### src/rtl/sladir_pkg.sv
// Package for segment length/angle/heading: constants, types and the arctangent table.
package sladir_pkg;

  localparam int COORD_BITS    = 12;
  localparam int SUBPIXEL_BITS = 4;
  localparam int ANGLE_STAGES  = 16;

  localparam int MAX_STAGES = 24;
  localparam int GUARD_BITS = 24;
  localparam int ANG_N      = (ANGLE_STAGES > MAX_STAGES) ? MAX_STAGES : ANGLE_STAGES;

  // square root: one result bit per cell
  localparam int ROOT_W = COORD_BITS + SUBPIXEL_BITS + 1;
  localparam int SQ_N   = 2 * ROOT_W;
  localparam int REM_W  = ROOT_W + 3;
  localparam int DIFF_W = COORD_BITS + 1;
  localparam int SUMSQ_W = 2 * DIFF_W + 1;

  localparam int NCELL  = (ROOT_W > ANG_N) ? ROOT_W : ANG_N;
  localparam int IDX_W  = $clog2(NCELL + 1);
  localparam int LAT    = NCELL + 2;

  // midpoint-to-end vector and rotator widths
  localparam int VEC_BITS = (COORD_BITS + SUBPIXEL_BITS > 16) ? COORD_BITS + SUBPIXEL_BITS : 16;
  localparam int VW       = VEC_BITS + 2;
  localparam int CW       = VEC_BITS + GUARD_BITS + 3;
  localparam int ZW       = 26;

  localparam int LEN_W   = 17;
  localparam int ANGLE_W = 15;
  localparam logic [LEN_W-1:0] LEN_MAX = '1;
  localparam logic signed [ZW-1:0] ANG_RIGHT = ZW'(11520);
  localparam logic signed [ZW-1:0] ANG_ROUND = ZW'(256);

  typedef enum logic [1:0] {
    HEAD_LEFT  = 2'd0,
    HEAD_RIGHT = 2'd1,
    HEAD_UP    = 2'd2,
    HEAD_DOWN  = 2'd3
  } heading_t;

  typedef enum logic [1:0] {
    ACTL_CORDIC = 2'd0,
    ACTL_ZERO   = 2'd1,
    ACTL_RIGHT  = 2'd2
  } actl_t;

  typedef struct packed {
    logic                    vld;
    logic [SQ_N-1:0]         n;
    logic [REM_W-1:0]        rem;
    logic [ROOT_W-1:0]       root;
    logic signed [CW-1:0]    x;
    logic signed [CW-1:0]    y;
    logic signed [ZW-1:0]    z;
    actl_t                   actl;
    logic                    neg;
    heading_t                head;
  } cell_t;

  // atan(2^-i) in 1/65536 degree
  function automatic logic signed [ZW-1:0] atan_lut(input logic [IDX_W-1:0] i);
    logic signed [ZW-1:0] v;
    case (5'(i))
      5'd0:  v = ZW'(2949120);
      5'd1:  v = ZW'(1740967);
      5'd2:  v = ZW'(919879);
      5'd3:  v = ZW'(466945);
      5'd4:  v = ZW'(234379);
      5'd5:  v = ZW'(117266);
      5'd6:  v = ZW'(58666);
      5'd7:  v = ZW'(29335);
      5'd8:  v = ZW'(14668);
      5'd9:  v = ZW'(7334);
      5'd10: v = ZW'(3667);
      5'd11: v = ZW'(1833);
      5'd12: v = ZW'(917);
      5'd13: v = ZW'(458);
      5'd14: v = ZW'(229);
      5'd15: v = ZW'(115);
      5'd16: v = ZW'(57);
      5'd17: v = ZW'(29);
      5'd18: v = ZW'(14);
      5'd19: v = ZW'(7);
      5'd20: v = ZW'(4);
      5'd21: v = ZW'(2);
      5'd22: v = ZW'(1);
      default: v = '0;
    endcase
    return v;
  endfunction

endpackage

### src/rtl/sladir_front.sv
// Input stage: differences, squared length, folded angle vector and heading.
module sladir_front
  import sladir_pkg::*;
(
  input  logic        clk,
  input  logic        rst_n,
  input  logic        acc,
  input  logic [11:0] start_x,
  input  logic [11:0] end_x,
  input  logic [11:0] start_y,
  input  logic [11:0] end_y,
  input  logic [15:0] mid_x,
  input  logic [15:0] mid_y,
  output cell_t       q
);

  logic [COORD_BITS-1:0]      sx, ex, sy, ey;
  logic signed [DIFF_W-1:0]   dx, dy;
  logic signed [2*DIFF_W-1:0] sq_x, sq_y;
  logic [SUMSQ_W-1:0]         sumsq;
  logic signed [VW-1:0]       vx, vy, fx, fy, ay;
  cell_t                      q_nxt;

  always_comb begin
    sx = start_x[COORD_BITS-1:0];
    ex = end_x[COORD_BITS-1:0];
    sy = start_y[COORD_BITS-1:0];
    ey = end_y[COORD_BITS-1:0];
    dx = signed'(DIFF_W'(ex)) - signed'(DIFF_W'(sx));
    dy = signed'(DIFF_W'(ey)) - signed'(DIFF_W'(sy));
    // full-width squares
    sq_x  = dx * dx;
    sq_y  = dy * dy;
    sumsq = SUMSQ_W'(unsigned'(sq_x)) + SUMSQ_W'(unsigned'(sq_y));

    vx = signed'(VW'(ex) << SUBPIXEL_BITS) - signed'(VW'(mid_x));
    vy = signed'(VW'(ey) << SUBPIXEL_BITS) - signed'(VW'(mid_y));
    // fold backward vectors by 180 degrees
    fx = (vx < 0) ? -vx : vx;
    fy = (vx < 0) ? -vy : vy;
    ay = (fy < 0) ? -fy : fy;

    q_nxt.vld  = acc;
    q_nxt.n    = SQ_N'(sumsq) << (2 * SUBPIXEL_BITS);
    q_nxt.rem  = '0;
    q_nxt.root = '0;
    q_nxt.x    = signed'(CW'(fx)) <<< GUARD_BITS;
    q_nxt.y    = signed'(CW'(ay)) <<< GUARD_BITS;
    q_nxt.z    = '0;
    q_nxt.neg  = 1'b0;
    if (sx == ex) begin
      q_nxt.actl = ACTL_RIGHT;
    end else if (ay == '0) begin
      q_nxt.actl = ACTL_ZERO;
    end else if (fx == '0) begin
      q_nxt.actl = ACTL_RIGHT;
      q_nxt.neg  = (fy < 0);
    end else begin
      q_nxt.actl = ACTL_CORDIC;
      q_nxt.neg  = (fy < 0);
    end

    if (sx > ex)      q_nxt.head = HEAD_LEFT;
    else if (sx < ex) q_nxt.head = HEAD_RIGHT;
    else if (sy > ey) q_nxt.head = HEAD_UP;
    else              q_nxt.head = HEAD_DOWN;
  end

  always_ff @(posedge clk) begin
    if (!rst_n) q <= '0;
    else        q <= q_nxt;
  end

endmodule

### config.mk
export PLATFORM = sky130hd
export DESIGN_NAME = sladir_front
export DESIGN_NICKNAME = d
export VERILOG_FILES = /design/src/rtl/sladir_pkg.sv /design/src/rtl/sladir_front.sv
export SDC_FILE = /design/constraint.sdc
export NUM_CORES = 1
export LEC_CHECK = 0
export BUFFER_PORTS_ARGS = -buffer_cell sky130_fd_sc_hd__buf_2
export CORE_AREA = 2 2 197 199
export DETAILED_ROUTE_END_ITERATION = 8
export DIE_AREA = 0 0 199 201
export PLACE_DENSITY = 0.77
export SYNTH_ARGS = -nofsm -noshare
export SYNTH_HDL_FRONTEND = slang
export SYNTH_SLANG_ARGS = --single-unit
### constraint.sdc
create_clock -name clk -period 9.5 [get_ports clk]
set_input_delay 0.475 -clock clk [delete_from_list [all_inputs] [get_ports clk]]
set_output_delay 0.475 -clock clk [all_outputs]
set_load 0.03 [all_outputs]
# Yosys cells after proc, flatten, opt, wreduce, memory -nomap -nowiden
# Index checks and enable logic that the tools add are counted.
[word_totals]
out_inout_bits = 189
reg_bits = 187
wordCells = 46
[classes]
addsub = 8
n_reduce_logical = 6
n_lt_le_gt_ge = 5
n_bitwise = 1
multipliers = 2
muxes = 8
eq_ne = 1
[op_table]
columns = ["cell", "n"]
rows = [
  ["18-bit 2-to-1 mux", 3],
  ["13-bit by 13-bit multiplier with 26-bit output", 2],
  ["18-bit zero test", 2],
  ["17-bit negation with 18-bit output", 2],
  ["16-bit by 16-bit subtractor with 17-bit output", 2],
  ["26-bit adder", 1],
  ["12-bit by 12-bit subtractor with 13-bit output", 2],
  ["12-bit greater-than comparator", 2],
  ["18-bit by 1-bit less-than comparator with 1-bit output, second input constant", 1],
  ["18-bit negation", 1],
  ["17-bit by 1-bit less-than comparator with 1-bit output, second input constant", 1],
  ["12-bit == test", 1],
  ["12-bit less-than comparator", 1],
  ["2-bit 2-to-1 mux", 3],
  ["3-bit OR reduction", 2],
  ["2-bit OR reduction", 2],
  ["3-bit 2-to-1 mux", 1],
  ["1-bit 2-to-1 mux", 1],
  ["1-bit inverter", 1],
]

# Longest topological paths before layout
[depth]
depth_word = 8
ltp_mapped = 40
depth_no_buf = 39

# Worst setup path before layout
# Ideal clock, no wire load.
[synth_path]
path_kind = "in2reg"
start = "input port start_x[1]"
end = "register q[187] (netlist bit)"
path_buffers = 1
arrival_time_ps = 8545
path_stages = 37
setup_time_ps = 128
setup_slack_ps = 827
cell_sequence = "inv_1 ha_1 nor2b_1 o21ai_0 a21boi_0 o21ai_0 a21boi_0 o21ai_0 a21boi_0 o21ai_0 a21boi_0 o21a_1 nor3_1 clkbuf_1 nor3_1 fa_1 inv_1 fa_1 fa_1 fa_1 inv_1 fa_1 fa_1 inv_1 fa_1 inv_1 ha_1 a21o_1 a21o_1 a22o_1 a21oi_1 a211o_1 o211ai_1 a21o_1 a21oi_1 xnor2_1 nor2_1"
[synth_between]
elab_chain_cells = 3
[synth_lines]
columns = ["element", "line_no", "source"]
rows = [
  ["from (decl)", "sladir_front.sv:8", "input logic [11:0] start_x,"],
  ["12-bit by 12-bit subtractor with 13-bit output", "sladir_front.sv:29", "dx = signed'(DIFF_W'(ex)) - signed'(DIFF_W'(sx));"],
  ["13-bit by 13-bit multiplier with 26-bit output", "sladir_front.sv:32", "sq_x = dx * dx;"],
  ["26-bit adder", "sladir_front.sv:34", "sumsq = SUMSQ_W'(unsigned'(sq_x)) + SUMSQ_W'(unsigned'(sq_y));"],
  ["to (signal assigned)", "sladir_front.sv:71", "else q <= q_nxt;"],
  ["to (decl)", "sladir_front.sv:14", "output cell_t q"],
]
# No other way between the ends.
# A chain may end at the register's enable or synchronous reset.

# Worst setup path in the final report
# Same ends and word-level chain as after synthesis.

==> summary.md <==
| Metric | Value |
|---|---|
| Worst-path fanout max | `13` |
| Min Hold Slack | `0.338 ns` |
| Crit share post-route | `94.7%` |
| Die Ht | `201 microns` |
| Max_cap viols | `0` |
| DP Wirelength | `40800 microns` |
| Slowest stage delay, CP | `0.59 ns` |
| Row cnt | `72` |
| Hold Violations, Final | `0` |
| Clock-pin slew on the worst setup and hold paths | `0.07 ns` |
| Worst-margin pin slew | `0.943 ns` |
| Setup violators final | `0` |
| Mapped cell area | `18700 sq um` |
| Final wirelength | `47300 microns` |
| Die Wd | `199 microns` |
| #FFs+latches synth | `68` |
| Core Area | `38100 sq um` |
| Highest routed layer | `met4` |
| Crit. End Element | `register` |
| Delay-heaviest family, CP | `adder cells` |
| Finished Cell Area | `20100 sq um` |
| Critical Path Most Common Cell | `fa_1` |
| Ys flop type | `dfxtp_1` |
| Biggest regs | `q (68)` |
| Syn Area/Cell | `8.70 sq um` |
| Antenna viol nets, final | `0` |
| GP Congestion | `0.931` |
| Most common cell in the netlist | `inv_1` |
| Starting Density | `49.1%` |
| Grt total ovfl | `0` |
| Tot GR Track Use | `24.4%` |
| Yosys warns | `0` |
| Sum of negative setup slack | `0 ns` |
| Pre-CTS setup slack | `-0.0863 ns` |
| H-tree levels | `3` |
| Synth async-reset ratio | `0%` |
| Top post-synthesis cells by area | `fa_1, ha_1, inv_1` |
| IO Pins | `272` |
| TritonCTS clock tree | `built` |
| Root buffer cell | `clkbuf_16` |
| Seq/Total Area, Yosys | `7.27%` |
| Share of cells above drive strength 1 | `11.6%` |
| Port bufs | `152` |
| DRT iter0 DRCs | `946` |
| Worst path slowest cell | `fa_1` |
| Kind of critical path | `in -> reg` |
| Worst hold path class | `in -> reg` |
| Vias | `14700` |
| Startpoint class of the critical path | `input port` |
| Routed length per placed instance | `around 17 microns` |
| Max Fclk | `111 MHz` |
| CP arrival | `roughly 9 ns` |
| Post-Syn Instances | `2152` |
| Slew margin rel. | `36.7%` |
| M1 wire length | `roughly 19000 microns` |
| Area leader, netlist | `fa_1` |
| Final min period | `9.00 ns` |
| Netlist cell types | `101` |
| Max clock buf depth | `2` |
| Post-synth EDFFs | `0` |
| First-pass GRT wire length | `a little under 80000 microns` |
| Outcome | `complete, no violations` |
| DR WL met3 | `about 3700 microns` |
| Worst Path Buf+Inv | `6` |
| Initial DRT Pass Iterations | `5` |
| WL met2 | `23200 microns` |
| CTS Sinks | `68` |
| Top-area cell type share of the netlist area | `a little over a third` |
| Final #Nets | `between 2000 and 3000` |
| Largest net degree at the start of global routing | `39` |
| CTS Buf Count | `9` |
| Largest register FFs | `between 60 and 70` |
| Area grow syn2layout | `7.12%` |
| Vias in the first global route | `around 15000` |
| Register with the most flip-flops | `q` |
| Setup slack after layout | `approximately 0.50 ns` |
| Slew Viols, Final | `0` |
| Total die area | `40000 sq um` |
| DRC errors left | `0` |
| Worst EP required | `9.75 ns` |
| Vias/cell | `5.20` |
| Ant. Diodes | `0` |
| Synth top cells by count | `inv_1, fa_1, nor2_1` |
| Initial antenna violation count | `0` |
| Placed cell area | `19700 sq um` |
==> area by class of cell <==
cell class | count | area [sq um]
Multi-Input combinational cell | 1538 | 14900
Clock inverter | 6 | 63.8
Tap cell | 518 | 648
Inverter | 496 | 1860
Fill cell | 3567 | 18000
Sequential cell | 68 | 1360
Clock buffer | 10 | 229
Timing Repair Buffer | 187 | 1020
==> worst paths after layout <==
kind,start,end,slack (ns),cells past startpoint
worst max-delay path,start_x[1],q[187]$_SDFF_PN0_,0.50,36
worst min-delay path,acc,q[188]$_SDFF_PN0_,0.34,2
==> timing repair <==
item	CTS	global route
gates resized for setup	0	20
buffers inserted	0	1
hold buffers	0	0
setup endpoints to repair	0	7
==> logic make-up (layout without fill, tap and decap cells) <==
logic type / count (synthesis) / after routing / synth area share [%]
muxes: 8 / 8 / 0.461
and+or+nand+nor: 519 / 519 / 13.4
AOI/OAI and AO/OA: 274 / 274 / 10.2
buffers and inverters: 667 / 699 / 16.1
adders and majority gates: 495 / 495 / 46.6
xor gates and xnor gates: 120 / 120 / 5.97
DFF: 68 / 68 / 7.27
other: 1 / 122 / 0.0200
==> cell usage in the layout, fill, tap and decap left out, drive strengths merged, types with 9 or more instances in the layout <==
cell type,synthesis,routed
a21boi,9,9
conb,1,122
nand2,130,130
o211ai,9,9
buf,139,187
fa,337,337
nor2b,16,16
xnor2,81,81
o21ai,53,53
nor3,45,45
a21o,25,25
inv,491,493
ha,158,158
a31oi,9,9
clkbuf,32,10
a21oi,62,62
nand3,18,18
xor2,39,39
or2,13,13
and3,14,14
nor2,193,193
nand2b,12,12
o21a,14,14
or3,17,17
a211oi,13,13
and2,20,20
dfxtp,68,68
==> stage by stage <==
stage | util (%) | cells
6_report | 52.6 | 2823
5_1_grt | 52.6 | 2823
4_1_cts | 52.5 | 2822
3_5_place_dp | 51.7 | 2806
3_3_place_gp | 51.7 | 2806
2_1_floorplan | - | 2273
==> routing by layer <==
layer | track usage (%) | up-vias
met2 | 41.5 | 593
met1 | 31.5 | 7264
met4 | 7.06 | 0
li1 | - | 6751
met5 | 0 | -
met3 | 4.99 | 82
Power is left out: the tool's default activity adds up to more than one toggle a clock period on the data nets, which glitch-free logic cannot reach.
