$ cat config.mk
export PLATFORM = sky130hd
export DESIGN_NAME = sladir_back
export DESIGN_NICKNAME = d
export VERILOG_FILES = /design/src/rtl/sladir_pkg.sv /design/src/rtl/sladir_back.sv
export SDC_FILE = /design/constraint.sdc
export NUM_CORES = 1
export LEC_CHECK = 0
export BUFFER_PORTS_ARGS = -buffer_cell sky130_fd_sc_hd__buf_2
export CAP_MARGIN = 20
export CORE_AREA = 3 3 85 87
export DETAILED_ROUTE_END_ITERATION = 16
export DIE_AREA = 0 0 88 90
export MAX_ROUTING_LAYER = met4
export PLACE_DENSITY_LB_ADDON = 0.1
export SYNTH_ARGS = -nofsm -noshare
export SYNTH_HDL_FRONTEND = slang
export SYNTH_SLANG_ARGS = --single-unit
$ cat constraint.sdc
create_clock -name clk -period 8.4 [get_ports clk]
set_input_delay 1.68 -clock clk [delete_from_list [all_inputs] [get_ports clk]]
set_output_delay 1.68 -clock clk [all_outputs]
set_load 0.005 [all_outputs]
$ cat src/rtl/sladir_pkg.sv
// Package for segment length/angle/heading: constants, types and the arctangent table.
package sladir_pkg;

  localparam int COORD_BITS    = 12;
  localparam int SUBPIXEL_BITS = 4;
  localparam int ANGLE_STAGES  = 16;

  localparam int MAX_STAGES = 24;
  localparam int GUARD_BITS = 24;
  localparam int ANG_N      = (ANGLE_STAGES > MAX_STAGES) ? MAX_STAGES : ANGLE_STAGES;

  // square root: one result bit per cell
  localparam int ROOT_W = COORD_BITS + SUBPIXEL_BITS + 1;
  localparam int SQ_N   = 2 * ROOT_W;
  localparam int REM_W  = ROOT_W + 3;
  localparam int DIFF_W = COORD_BITS + 1;
  localparam int SUMSQ_W = 2 * DIFF_W + 1;

  localparam int NCELL  = (ROOT_W > ANG_N) ? ROOT_W : ANG_N;
  localparam int IDX_W  = $clog2(NCELL + 1);
  localparam int LAT    = NCELL + 2;

  // midpoint-to-end vector and rotator widths
  localparam int VEC_BITS = (COORD_BITS + SUBPIXEL_BITS > 16) ? COORD_BITS + SUBPIXEL_BITS : 16;
  localparam int VW       = VEC_BITS + 2;
  localparam int CW       = VEC_BITS + GUARD_BITS + 3;
  localparam int ZW       = 26;

  localparam int LEN_W   = 17;
  localparam int ANGLE_W = 15;
  localparam logic [LEN_W-1:0] LEN_MAX = '1;
  localparam logic signed [ZW-1:0] ANG_RIGHT = ZW'(11520);
  localparam logic signed [ZW-1:0] ANG_ROUND = ZW'(256);

  typedef enum logic [1:0] {
    HEAD_LEFT  = 2'd0,
    HEAD_RIGHT = 2'd1,
    HEAD_UP    = 2'd2,
    HEAD_DOWN  = 2'd3
  } heading_t;

  typedef enum logic [1:0] {
    ACTL_CORDIC = 2'd0,
    ACTL_ZERO   = 2'd1,
    ACTL_RIGHT  = 2'd2
  } actl_t;

  typedef struct packed {
    logic                    vld;
    logic [SQ_N-1:0]         n;
    logic [REM_W-1:0]        rem;
    logic [ROOT_W-1:0]       root;
    logic signed [CW-1:0]    x;
    logic signed [CW-1:0]    y;
    logic signed [ZW-1:0]    z;
    actl_t                   actl;
    logic                    neg;
    heading_t                head;
  } cell_t;

  // atan(2^-i) in 1/65536 degree
  function automatic logic signed [ZW-1:0] atan_lut(input logic [IDX_W-1:0] i);
    logic signed [ZW-1:0] v;
    case (5'(i))
      5'd0:  v = ZW'(2949120);
      5'd1:  v = ZW'(1740967);
      5'd2:  v = ZW'(919879);
      5'd3:  v = ZW'(466945);
      5'd4:  v = ZW'(234379);
      5'd5:  v = ZW'(117266);
      5'd6:  v = ZW'(58666);
      5'd7:  v = ZW'(29335);
      5'd8:  v = ZW'(14668);
      5'd9:  v = ZW'(7334);
      5'd10: v = ZW'(3667);
      5'd11: v = ZW'(1833);
      5'd12: v = ZW'(917);
      5'd13: v = ZW'(458);
      5'd14: v = ZW'(229);
      5'd15: v = ZW'(115);
      5'd16: v = ZW'(57);
      5'd17: v = ZW'(29);
      5'd18: v = ZW'(14);
      5'd19: v = ZW'(7);
      5'd20: v = ZW'(4);
      5'd21: v = ZW'(2);
      5'd22: v = ZW'(1);
      default: v = '0;
    endcase
    return v;
  endfunction

endpackage

$ cat src/rtl/sladir_back.sv
// Output stage: length rounding, angle rounding, clamp and sign.
module sladir_back
  import sladir_pkg::*;
(
  input  logic                      clk,
  input  logic                      rst_n,
  input  cell_t                     d,
  output logic                      out_valid,
  output logic [LEN_W-1:0]          out_seg_length,
  output logic signed [ANGLE_W-1:0] out_seg_angle,
  output logic [1:0]                out_seg_heading
);

  logic [ROOT_W:0]         len_rnd;
  logic [LEN_W-1:0]        len_nxt;
  logic signed [ZW-1:0]    qa, mag;
  logic signed [ANGLE_W-1:0] ang_nxt;

  always_comb begin
    len_rnd = (REM_W'(d.root) < d.rem) ? {1'b0, d.root} + 1'b1 : {1'b0, d.root};
    len_nxt = (len_rnd > (ROOT_W+1)'(LEN_MAX)) ? LEN_MAX : LEN_W'(len_rnd);

    qa = (d.z + ANG_ROUND) >>> 9;
    if (qa < 0)              qa = '0;
    else if (qa > ANG_RIGHT) qa = ANG_RIGHT;

    case (d.actl)
      ACTL_ZERO:  mag = '0;
      ACTL_RIGHT: mag = ANG_RIGHT;
      default:    mag = qa;
    endcase
    ang_nxt = d.neg ? -ANGLE_W'(mag) : ANGLE_W'(mag);
  end

  always_ff @(posedge clk) begin
    if (!rst_n) out_valid <= 1'b0;
    else        out_valid <= d.vld;
  end

  always_ff @(posedge clk) begin
    out_seg_length  <= len_nxt;
    out_seg_angle   <= ang_nxt;
    out_seg_heading <= d.head;
  end

endmodule

# Yosys cells after proc, flatten, opt, wreduce, memory -nomap -nowiden
# Cells that the tools add are included.
[totals]
output_inout_bits = 35
reg_bits = 35
latchBits = 0
mem_bits_rw = 0
mem_count = 0
word_cells = 18
romBits = 0
inputBits = 191
[classes]
mux = 5
mul = 0
reduce_logical = 0
magnitude_cmp = 4
n_bitwise = 0
div = 0
eq_ne = 2
shifts = 0
n_addsub = 3
[ops]
columns = ["op", "count"]
rows = [
  ["$mux W15", 3],
  ["$pmux W15 S2", 1],
  ["$add A26 B10 Y26 const B", 1],
  ["$lt A17 B20 Y1", 1],
  ["$add A17 B1 Y18 const B", 1],
  ["$gt A18 B17 Y1 const B", 1],
  ["$mux W18", 1],
  ["$gt A17 B15 Y1 const B", 1],
  ["$lt A17 B1 Y1 const B", 1],
  ["$neg A15 Y15", 1],
  ["$eq A2 B1 Y1 const B", 1],
  ["$eq A2 B2 Y1 const B", 1],
]

# Logic depth before layout (Yosys ltp)
# Gate-level depths: netlist of the first run.
[logic_depth]
ltp_word = 7
depth_mapped = 16
ltp_nobuf = 15

# Least setup slack after synthesis of the first run
# OpenSTA, ideal clock, no wires.
[synth_timing]
path_type = "input to register"
from = "input d[13] (netlist name)"
to = "register out_seg_angle[4]"
n_path_buf = 0
required_time_ns = 8.271
cell_stages = 13
setup_time_ns = 0.129
path_slack_ns = 4.301
arrival_time_ns = 3.969
path_cell_list = "ha_1 -> or3_1 -> mux2i_1 -> and3_1 -> and4_1 -> o21bai_1 -> nor2_1 -> nand2_1 -> ha_1 -> inv_1 -> o21ai_0 -> o31ai_1 -> a31oi_1"
[synth_via]
elab_chain_cells = 7
elab_cells_between_ends = 8
classes_between = "add/sub (2); order compare (2); mux (4)"
[synth_rtl]
columns = ["element", "line", "source"]
rows = [
  ["from (decl)", "sladir_back.sv:7", "input cell_t d,"],
  ["$add A26 B10 Y26 *", "sladir_back.sv:23", "qa = (d.z + ANG_ROUND) >>> 9;"],
  ["$gt A17 B15 Y1", "sladir_back.sv:25", "else if (qa > ANG_RIGHT) qa = ANG_RIGHT;"],
  ["$mux W15", "sladir_back.sv:25", ""],
  ["$mux W15 *", "sladir_back.sv:24", "if (qa < 0) qa = '0;"],
  ["$pmux W15 S2 *", "sladir_back.sv:27", "case (d.actl)"],
  ["$neg A15 Y15", "sladir_back.sv:32", "ang_nxt = d.neg ? -ANGLE_W'(mag) : ANGLE_W'(mag);"],
  ["$mux W15 *", "sladir_back.sv:32", ""],
  ["net ang_nxt[4]", "sladir_back.sv:17", "logic signed [ANGLE_W-1:0] ang_nxt;"],
  ["to (signal assigned)", "sladir_back.sv:42", "out_seg_angle <= ang_nxt;"],
  ["to (decl)", "sladir_back.sv:10", "output logic signed [ANGLE_W-1:0] out_seg_angle,"],
]
# The timed path passes the listed nets; every way through them passes the cells marked *.
# A chain may end at the register's enable or synchronous reset.

# Worst setup path after layout of the first run
[layout_timing]
from = "input d[14] (netlist name)"
to = "register out_seg_angle[10]"
# Same word-level chain as after synthesis.

==> results of run 1 <==
per-layer routing:
| layer | global-route usage, % | vias up |
|---|---|---|
| met1 | 27.7 | 1325 |
| met3 | 3.47 | 8 |
| met2 | 29.5 | 70 |
| li1 | - | 1495 |
| met5 | - | - |
| met4 | 3.71 | 0 |
power breakdown:
part	internal, mW	switching [mW]	leakage, nW	total [mW]
clock network	0.0581	0.0562	0.0422	0.114
logic	0.0511	0.0662	1.31	0.117
registers	0.177	0.00256	0.292	0.180
registers in the layout, indices dropped and copies added, names as in the netlist:
signal / count
out_valid: 1
out_seg_angle: 15
out_seg_length: 17
out_seg_heading: 2
worst max path at each step:
stage / start / slack [ns] / end
after floorplan: d[13] / 4.30 / out_seg_angle[4]
final: d[14] / 3.62 / out_seg_angle[10]
after global routing: d[13] / 3.45 / out_seg_angle[4]
after global placement: d[14] / 3.47 / out_seg_angle[10]
after CTS: d[13] / 3.71 / out_seg_angle[10]
after detailed placement: d[13] / 3.42 / out_seg_angle[10]
layout make-up:
cell class | count | area [µm²] | area share [%]
Multi-Input combinational cell | 288 | 1970 | 57.1
Sequential cell | 35 | 701 | 20.3
Timing Repair Buffer | 98 | 493 | 14.3
Inverter | 29 | 109 | 3.15
Tap cell | 77 | 96.3 | 2.79
Clock buffer | 7 | 76.3 | 2.21
Clock inverter | 1 | 5.00 | 0.145
layout by cell type (no fill, tap or decap), types with 3 or more instances in the layout:
cell,Yosys,final
xor2_1,9,9
nand4_1,9,9
o21ai_1,3,3
nor2_1,23,23
o31ai_1,4,4
ha_1,20,20
and4_1,3,3
nand2b_1,4,4
inv_1,29,29
and3_1,10,10
nor4_1,3,3
dfxtp_1,35,35
nor2b_1,4,4
a31oi_1,6,6
a21o_1,8,8
nand2_1,43,43
buf_2,7,97
a21oi_1,18,18
and2_1,4,4
nand3_1,21,21
nor3_1,6,6
o21ai_0,11,11
clkbuf_8,0,5
a211oi_1,5,5
xnor2_1,28,28
stage by stage:
| stage | instance area [µm²] | power (mW) | hold slack, ns |
|---|---|---|---|
| floorplan | 2880 | 0.257 | 1.71 |
| detailed placement | 3370 | 0.300 | 1.79 |
| global placement | 3370 | 0.299 | 1.79 |
| CTS | 3450 | 0.415 | 1.49 |
| finish | 3450 | 0.411 | 1.50 |
| global route | 3450 | 0.440 | 1.48 |
cell families (layout without fill, tap and decap cells):
family | count (synthesis) | count (layout) | share of synthesized area, %
buf+inv | 48 | 135 | 7.33
compound gates | 88 | 88 | 21.7
flops | 35 | 35 | 24.3
mux | 2 | 2 | 0.738
fa+ha+maj | 20 | 20 | 8.68
simple gates | 141 | 141 | 26.0
xor+xnor | 37 | 37 | 11.2
worst max-delay path, stage by stage:
cell and delay, ns:
buf_2 0.15, ha_1 0.50, and2_1 0.26, a21oi_1 0.10, o31ai_1 0.34, and3_1 0.29, and4_1 0.34, o21bai_1 0.13
nor2_1 0.25, nand2_1 0.12, ha_1 0.28, o21ai_1 0.17, o32a_1 0.19, o221ai_1 0.11
==> summary.md, run 1 <==
| Metric | Value |
|---|---|
| Worst VDD drop | ~0.070 mV |
| Final hold viol count | 0 |
| CTS tree | built |
| Num CTS Buffers | 5 |
| GP Congestion | about 0.9 |
| Met3 WL | between 300 and 400 µm |
| Wire length on met1 | 3.62 mm |
| Root Buffer | clkbuf_8 |
| Placed Cells | approximately 530 |
| Vias | around 2,900 |
| Highest Signal Layer | met4 |
| Worst Hold Path EP | out_seg_heading[0] |
| Crit path required time | approximately 8.5 ns |
| EDFF count, synth | 0 |
| Maxcap violations | 0 |
| Die Area | slightly below 8000 µm² |
| Remaining DRCs | 0 |
| Synth area leaders | dfxtp_1, ha_1, xnor2_1 |
| Dominant synthesized flop cell | dfxtp_1 |
| Drt total wl | 7.46 mm |
| CTS resizes | 0 |
| Die width | 88 µm |
| RSZ-0062 raised after global routing | false |
| Final setup margin | 3.62 ns |
| CP Max Fanout | 11 |
| Mapped Area | 2880 µm² |
| Post-Synthesis Cells | around 370 |
| Top-count cell post-synth | nand2_1 |
| Top cell type's share of synthesized area | between 20 and 25% |
| # fillers | between 600 and 700 |
| Synth unique cells | 60 |
| Min-delay src | d[0] |
| Post-DRT Antenna Nets | 0 |
| Starting Density | ~45% |
| Number of diodes | 0 |
| Final Net Count | ~670 |
| Final core occ | 53.7% |
| Via density | roughly 5.4 |
| Post-Syn Area per Cell | just under 8 µm² |
| Largest buffer count on any clock path | 2 |
| Largest net degree at the start of global routing | 22 |
| Leading cell types by count after synthesis | nand2_1, dfxtp_1, inv_1 |
| Ys async rst share | 0% |
| Synth area leader | dfxtp_1 |
| DRT iter0 DRCs | between 100 and 150 |
| Cell Rows | 29 |
| Number of global-route vias before repair | between 2,000 and 3,000 |
| WL per Instance | approximately 14 µm |
| Setup bufs post-CTS | 0 |
| Non-Filler Instances | around 540 |
| Yosys Warn Count | 0 |
| Clock period minus worst slack | between 4 and 5 ns |
| Share of the yosys chip area belonging to registers | between 20% and 30% |
| Worst min path class | in2reg |
| Total gr overflow | 0 |
| Initial antenna violation count | 0 |
| H-tree depth | 2 |
| Max Freq | 209 MHz |
| Pwr dens | 119 nW/µm² |
| Startpoint type of the worst setup path | input port |
| I/O Buffers | between 90 and 100 |
| Share of cells above drive strength 1 | 25.1% |
| Tcrit/Tclk final | between 50% and 60% |
| Seq cells post-synth | 35 |
| CP arrival | slightly below 5 ns |
| Core area | approximately 6400 µm² |
| CP Capture Type | flip-flop |
| TritonRoute pass-1 iters | 4 |
| Clock Sinks | 35 |
| Area grow syn2layout | 19.7% |
| Lkg Pwr | approximately 1.6 nW |
| First-pass GRT wire length | between 10 and 15 mm |
| Syn_nets | 582 |
| Gr usage total | 19.6% |
| Worst-margin pin slew | about 0.63 ns |
| Final setup vio count | 0 |
| Detail Placement HPWL | roughly 6 mm |
| Outcome | finished clean |
| WL met2 | ~3.4 mm |
| Hold-fix buffers at CTS | 0 |
| Clock transition at the registers of the reported paths | roughly 0.070 ns |
| Setup TNS | 0 ns |
| Num ports | 226 |
| Final slew viol count | 0 |
| Pre-CTS setup slack | between 3 and 4 ns |
| Hold Path Depth | 1 |
| Die Height | approximately 90 µm |
| Max_slew headroom | between 50 and 60% |
| Worst setup path category | in2reg |
Power figures use the tool's default switching activity.
==> run 2: changes to the inputs <==
--- a/config.mk
+++ b/config.mk
@@ -7,9 +7,9 @@
 export LEC_CHECK = 0
 export BUFFER_PORTS_ARGS = -buffer_cell sky130_fd_sc_hd__buf_2
 export CAP_MARGIN = 20
-export CORE_AREA = 3 3 85 87
+export CORE_AREA = 3 3 89 91
 export DETAILED_ROUTE_END_ITERATION = 16
-export DIE_AREA = 0 0 88 90
+export DIE_AREA = 0 0 92 94
 export MAX_ROUTING_LAYER = met4
 export PLACE_DENSITY_LB_ADDON = 0.1
 export SYNTH_ARGS = -nofsm -noshare
==> constraint.sdc (replaced) <==
create_clock -name clk -period 4.7 [get_ports clk]
set_input_delay 0.94 -clock clk [delete_from_list [all_inputs] [get_ports clk]]
set_output_delay 0.94 -clock clk [all_outputs]
set_load 0.005 [all_outputs]
==> run 2 against run 1 <==
Design area grew 1.1%. Total power grew 81%. Clock power grew 84%. Core utilization shrank 5.4 points. Clock-buffer cell count shrank 1. Global-route usage shrank 2.0 points.
==> summary.md, run 2 (synthesized netlist as in run 1, its figures left out) <==
| Metric | Value |
|---|---|
| GP Congestion | 0.869 |
| Final core occ | about half |
| Worst setup path category | in2reg |
| Hold Path Depth | 1 |
| Hold-fix buffers at CTS | 0 |
| Largest buffer count on any clock path | 2 |
| H-tree depth | 2 |
| Biggest regs | out_seg_length (17), out_seg_angle (15), out_seg_heading (2) |
| Largest net degree at the start of global routing | 22 |
| Share of cells above drive strength 1 | ~25% |
| Initial antenna violation count | 0 |
| Buf+Inv Stages, Crit Path | 2 |
| Number of global-route vias before repair | about 2,500 |
| Max reg flops | 17 |
| Via density | between 5 and 6 |
| Maxcap violations | 0 |
| Cell Rows | 31 |
| Clock period minus worst slack | 3.77 ns |
| Crit path required time | 4.90 ns |
| First-pass GRT wire length | about 12 mm |
| Setup bufs post-CTS | 0 |
| Final slew viol count | 0 |
| Final Net Count | roughly 670 |
| Startpoint type of the worst setup path | input port |
| CTS tree | built |
| Setup TNS | 0 ns |
| Worst-margin pin slew | around 0.64 ns |
| Lkg Pwr | 1.65 nW |
| Slowest cell delay on critical path | 0.35 ns |
| Detail Placement HPWL | ~6.2 mm |
| Non-Filler Instances | approximately 560 |
| Final hold viol count | 0 |
| Drt total wl | approximately 7.6 mm |
| Number of diodes | 0 |
| Worst VDD drop | 0.156 mV |
| Total gr overflow | 0 |
| Worst min path class | in2reg |
| Reg with most FFs | out_seg_length |
| Placed Cells | 550 |
| CP Capture Type | flip-flop |
| Num CTS Buffers | 5 |
| Remaining DRCs | 0 |
| Core area | 7210 µm² |
| Max Freq | ~270 MHz |
| Most common cell after layout, fill and taps aside | buf_2 |
| CP dominant cell by count | nand2_1 |
| Num ports | 226 |
| Starting Density | 40.0% |
| Gr usage total | between 10% and 20% |
| Most frequent cells in the layout | buf_2, nand2_1, dfxtp_1 |
| FF+latch area | ~700 µm² |
| Final setup vio count | 0 |
| Root Buffer | clkbuf_8 |
| TritonRoute pass-1 iters | 4 |
| Area grow syn2layout | 21.1% |
| Pwr dens | 213 nW/µm² |
| Slowest-stage cell, CP | o31ai_1 |
| Outcome | finished clean |
| WL per Instance | 13.7 µm |
| Vias | approximately 2,900 |
| I/O Buffers | 97 |
| Tcrit/Tclk final | approximately 80% |
| CP arrival | around 4.0 ns |
| Post-DRT Antenna Nets | 0 |
| Die Height | roughly 94 µm |
| Area taken by multi-input logic gates | roughly 2000 µm² |
| Die width | 92 µm |
| Die Area | between 8000 and 9000 µm² |
| Max_slew headroom | 57.1% |
| Total power | approximately 740 µW |
| Delay-heaviest family, CP | simple AND/OR/NAND/NOR gates |
| Worst-path cell chain | buf_2 > ha_1 > and2_1 > a21oi_1 > o31ai_1 > and3_1 > and4_1 > o21bai_1 > nor2_1 > nand2_1 > ha_1 > inv_1 > nand2_1 > nand2_1 > o31ai_1 > a31oi_1 |
| # fillers | a little under 800 |
| CP Max Fanout | 7 |
| DRT iter0 DRCs | about 140 |
| Clock Sinks | 35 |
| CTS resizes | 0 |
| Stages on worst setup path | 16 |
| Clock transition at the registers of the reported paths | approximately 0.070 ns |
| RSZ-0062 raised after global routing | false |
## run 2: changes by cell type in the layout (fill, tap and decap cells not counted)
cell / before / now
buf_4: 1 / 2
clkbuf_1: 2 / 1
clkinvlp_4: 0 / 1
## run 2: path summary, 6_finish.rpt
check / start / to / slack [ns]
worst max-delay path: d[14] / out_seg_angle[4] / 0.93
worst min-delay path: d[0] / out_seg_heading[0] / 0.76
## run 2: stage by stage
stage | instance area (µm²) | hold slack [ns] | setup slack (ns)
floorplan | 2880 | 0.968 | 1.34
global placement | 3400 | 1.04 | 0.662
detailed placement | 3400 | 1.05 | 0.657
CTS | 3490 | 0.752 | 0.928
global route | 3490 | 0.750 | 0.520
finish | 3490 | 0.760 | 0.931
## run 2: area by class of cell
class,instances,share of cell area (%)
Clock inverter,2,0.359
Tap cell,99,3.55
Multi-Input combinational cell,288,56.5
Timing Repair Buffer,99,14.3
Sequential cell,35,20.1
Inverter,29,3.12
Clock buffer,6,2.08
## run 2: report_power, final
part	internal, mW	switching (mW)	total, mW
Combinational	0.0919	0.119	0.211
Clock	0.104	0.106	0.210
Sequential	0.317	0.00489	0.322
Total	0.512	0.231	0.743
## run 2: layer usage
layer  vias to the layer above  share of wire, %  wire, µm  GRT usage, %
met3                         2               3.5       269          2.96
met2                        45                46      3480          25.9
met1                      1309                50      3840          26.0
met4                         0              0.35        27          2.23
met5                         -                 0         0             -
li1                       1497                 -         -             -
==> run 3: changes to the inputs <==
--- a/config.mk
+++ b/config.mk
@@ -5,11 +5,12 @@
 export SDC_FILE = /design/constraint.sdc
 export NUM_CORES = 1
 export LEC_CHECK = 0
+export ABC_AREA = 1
 export BUFFER_PORTS_ARGS = -buffer_cell sky130_fd_sc_hd__buf_2
 export CAP_MARGIN = 20
-export CORE_AREA = 3 3 89 91
+export CORE_AREA = 3 3 91 93
 export DETAILED_ROUTE_END_ITERATION = 16
-export DIE_AREA = 0 0 92 94
+export DIE_AREA = 0 0 94 96
 export MAX_ROUTING_LAYER = met4
 export PLACE_DENSITY_LB_ADDON = 0.1
 export SYNTH_ARGS = -nofsm -noshare
==> constraint.sdc (replaced) <==
create_clock -name clk -period 3.3 [get_ports clk]
set_input_delay 0.66 -clock clk [delete_from_list [all_inputs] [get_ports clk]]
set_output_delay 0.66 -clock clk [all_outputs]
set_load 0.005 [all_outputs]
==> run 3 against run 2 <==
Clock-buffer cell count unchanged. Routed wire length down 12%. Sequential share of layout area up 0.12 points. Global-route usage down 2.7 points. Combinational power up 50%. Synthesized cell count up 12%. Hold slack worse by 0.28 ns. Via count down 2.8%. Critical path type unchanged. Largest cell class unchanged.
==> summary.md, run 3 <==
| Metric | Value |
|---|---|
| Outcome | finished clean |
| Most frequent cells in the layout | nand2_1, buf_2, inv_1 |
| Die Area | between 9000 and 10,000 µm² |
| Sw Pwr | ~340 µW |
| Total gr overflow | 0 |
| Final setup margin | about 0.38 ns |
| Pwr dens | roughly 340 nW/µm² |
| Final hold slack | about 0.48 ns |
| Pre-CTS setup slack | roughly 0.12 ns |
| Share of the yosys chip area belonging to registers | between 20% and 30% |
| CTS resizes | 0 |
| Remaining DRCs | 0 |
| Clock transition at the registers of the reported paths | 0.07 ns |
| WL per Instance | approximately 11 µm |
| Die Height | 96 µm |
| Crit path required time | around 3.5 ns |
| Final hold viol count | 0 |
| Drt total wl | 6.68 mm |
| Delay-heaviest family, CP | simple AND/OR/NAND/NOR gates |
| Num CTS Buffers | 5 |
| Most common cell after layout, fill and taps aside | nand2_1 |
| Startpoint type of the worst setup path | input port |
| FF+latch area | about 700 µm² |
| Setup TNS | 0 ns |
| TritonRoute pass-1 iters | 4 |
| Synth unique cells | 32 |
| Largest net degree at the start of global routing | 17 |
| Min-delay src | d[0] |
| Die width | ~94 µm |
| Via density | 4.42 |
| Num ports | between 200 and 250 |
| Biggest regs | out_seg_length (17), out_seg_angle (15), out_seg_heading (2) |
| Clock Sinks | 35 |
| CP Capture Type | flip-flop |
| Synth area leader | dfxtp_1 |
| Placed Cells | 619 |
| Post-DRT Antenna Nets | 0 |
| Largest buffer count on any clock path | 2 |
| Seq cells post-synth | 35 |
| GP Congestion | between 0.8 and 0.9 |
| I/O Buffers | 97 |
| H-tree depth | 2 |
| Starting Density | between 30% and 40% |
| Mapped Area | between 2000 and 3000 µm² |
| Sequential Power Share | between 30% and 40% |
| Lkg Pwr | slightly below 2 nW |
| Setup bufs post-CTS | 0 |
| Max Freq | roughly 340 MHz |
| Gr usage total | between 10 and 15% |
| Internal | approximately 840 µW |
| Detail Placement HPWL | a little under 6 mm |
| Worst-path cell chain | buf_2 > ha_1 > nand2_4 > o21ai_1 > nand2_1 > nor2_2 > nand3_1 > nor2_1 > nand3_1 > nand3_4 > nand2_4 > nor2_1 > inv_1 > ha_1 > nand3_1 > nor2_2 > nand2_1 > nand2_1 > xnor2_1 |
| Critical path launch point | d[14] |
| Share of cells above drive strength 1 | 26.5% |
| Max reg flops | 17 |
| CTS tree | built |
| CP arrival | slightly above 3 ns |
| Non-Filler Instances | roughly 630 |
| # fillers | approximately 870 |
| Worst min path class | in2reg |
| Clock period minus worst slack | 2.92 ns |
| Dominant synthesized flop cell | dfxtp_1 |
| Leading cell types by count after synthesis | nand2_1, inv_1, nor2_1 |
| Logic pwr share | a little over a quarter |
| CP Max Fanout | 5 |
| Post-Synthesis Cells | ~420 |
| Syn_nets | 628 |
| Area taken by multi-input logic gates | about 1700 µm² |
| Sw Share | between 20 and 30% |
| Tcrit/Tclk final | roughly nine tenths |
| Area grow syn2layout | 28.2% |
| Initial antenna violation count | 0 |
| Vias | between 2,000 and 3,000 |
| DRT iter0 DRCs | 56 |
| Worst VDD drop | 0.164 mV |
| RSZ-0062 raised after global routing | false |
| EDFF count, synth | 0 |
| Number of diodes | 0 |
| Post-Syn Area per Cell | ~6.5 µm² |
| Root Buffer | clkbuf_8 |
| Hold-fix buffers at CTS | 0 |
| Clock Power Share | between 30% and 40% |
| Buf+Inv Stages, Crit Path | 2 |
| Cell Rows | 32 |
| Top cell type's share of synthesized area | ~26% |
| Slowest cell delay on critical path | ~0.24 ns |
| Yosys Warn Count | 0 |
| Worst setup path category | in2reg |
| Maxcap violations | 0 |
| Number of global-route vias before repair | 2,314 |
| Core area | 7610 µm² |
| Reg with most FFs | out_seg_length |
| Final setup vio count | 0 |
| Final Net Count | between 700 and 800 |
| Final slew viol count | 0 |
| Slowest-stage cell, CP | o21ai_1 |
| First-pass GRT wire length | between 10 and 15 mm |
| Synth area leaders | dfxtp_1, nand2_1, ha_1 |
| Ys async rst share | 0% |
| Max_slew headroom | between 50% and 60% |
| Worst-margin pin slew | ~0.61 ns |
| Top-count cell post-synth | nand2_1 |
[run 3: cell types whose count changed in the layout (fill, tap and decap cells not counted), sizes merged, moves of 9 or more]
cell / change
xnor2: -19
a21oi: -10
inv: +38
nand3: +13
nand2: +80
and3: -9
nor2: +34
[run 3: power groups by stage]
stage               sequential, mW  combinational [mW]  clock, mW
finish                       0.474               0.317      0.397
global route                 0.478               0.367      0.423
CTS                          0.475               0.322      0.408
detailed placement           0.484               0.320          0
global placement             0.484               0.316          0
floorplan                    0.491               0.175          0
[run 3: cells by family (layout without fill, tap and decap cells)]
kind of cell             after synthesis  count (layout)  synth area share [%]
buffers and inverters                 70             178                  9.80
AO/OA/AOI/OAI                         27              27                  5.92
XOR/XNOR                              26              26                  8.41
AND/OR/NAND/NOR                      239             239                  40.7
adder cells (fa/ha/maj)               20              20                  9.25
flip-flops                            35              35                  25.9
[run 3: final timing paths]
kind	to	cells after the start
worst max-delay path	out_seg_angle[10]	19
worst min-delay path	out_seg_heading[0]	1
[run 3: area by class of cell]
class / count / share of cell area [%]
Sequential cell: 35 / 20.2
Clock buffer: 6 / 2.38
Tap cell: 102 / 3.68
Inverter: 67 / 7.25
Timing Repair Buffer: 103 / 15.3
Clock inverter: 2 / 1.01
Multi-Input combinational cell: 312 / 50.2
[run 3: per-layer routing]
metal  global-route usage (%)  part of all wire, %  up-vias
met5                        -                    0        -
met4                     3.97                 0.52        0
met3                     2.42                  5.7        4
met2                     20.9                   41       68
met1                     22.0                   53     1169
li1                         -                    -     1531
[run 3: per-stage QoR]
step                      utilization [%]  power (mW)  cell area [µm²]
final                                45.6        1.19             3470
after global routing                 45.6        1.27             3470
after CTS                            45.6        1.20             3470
after detailed placement             44.0       0.804             3350
after global placement               44.0       0.799             3350
after floorplan                         -       0.666             2710
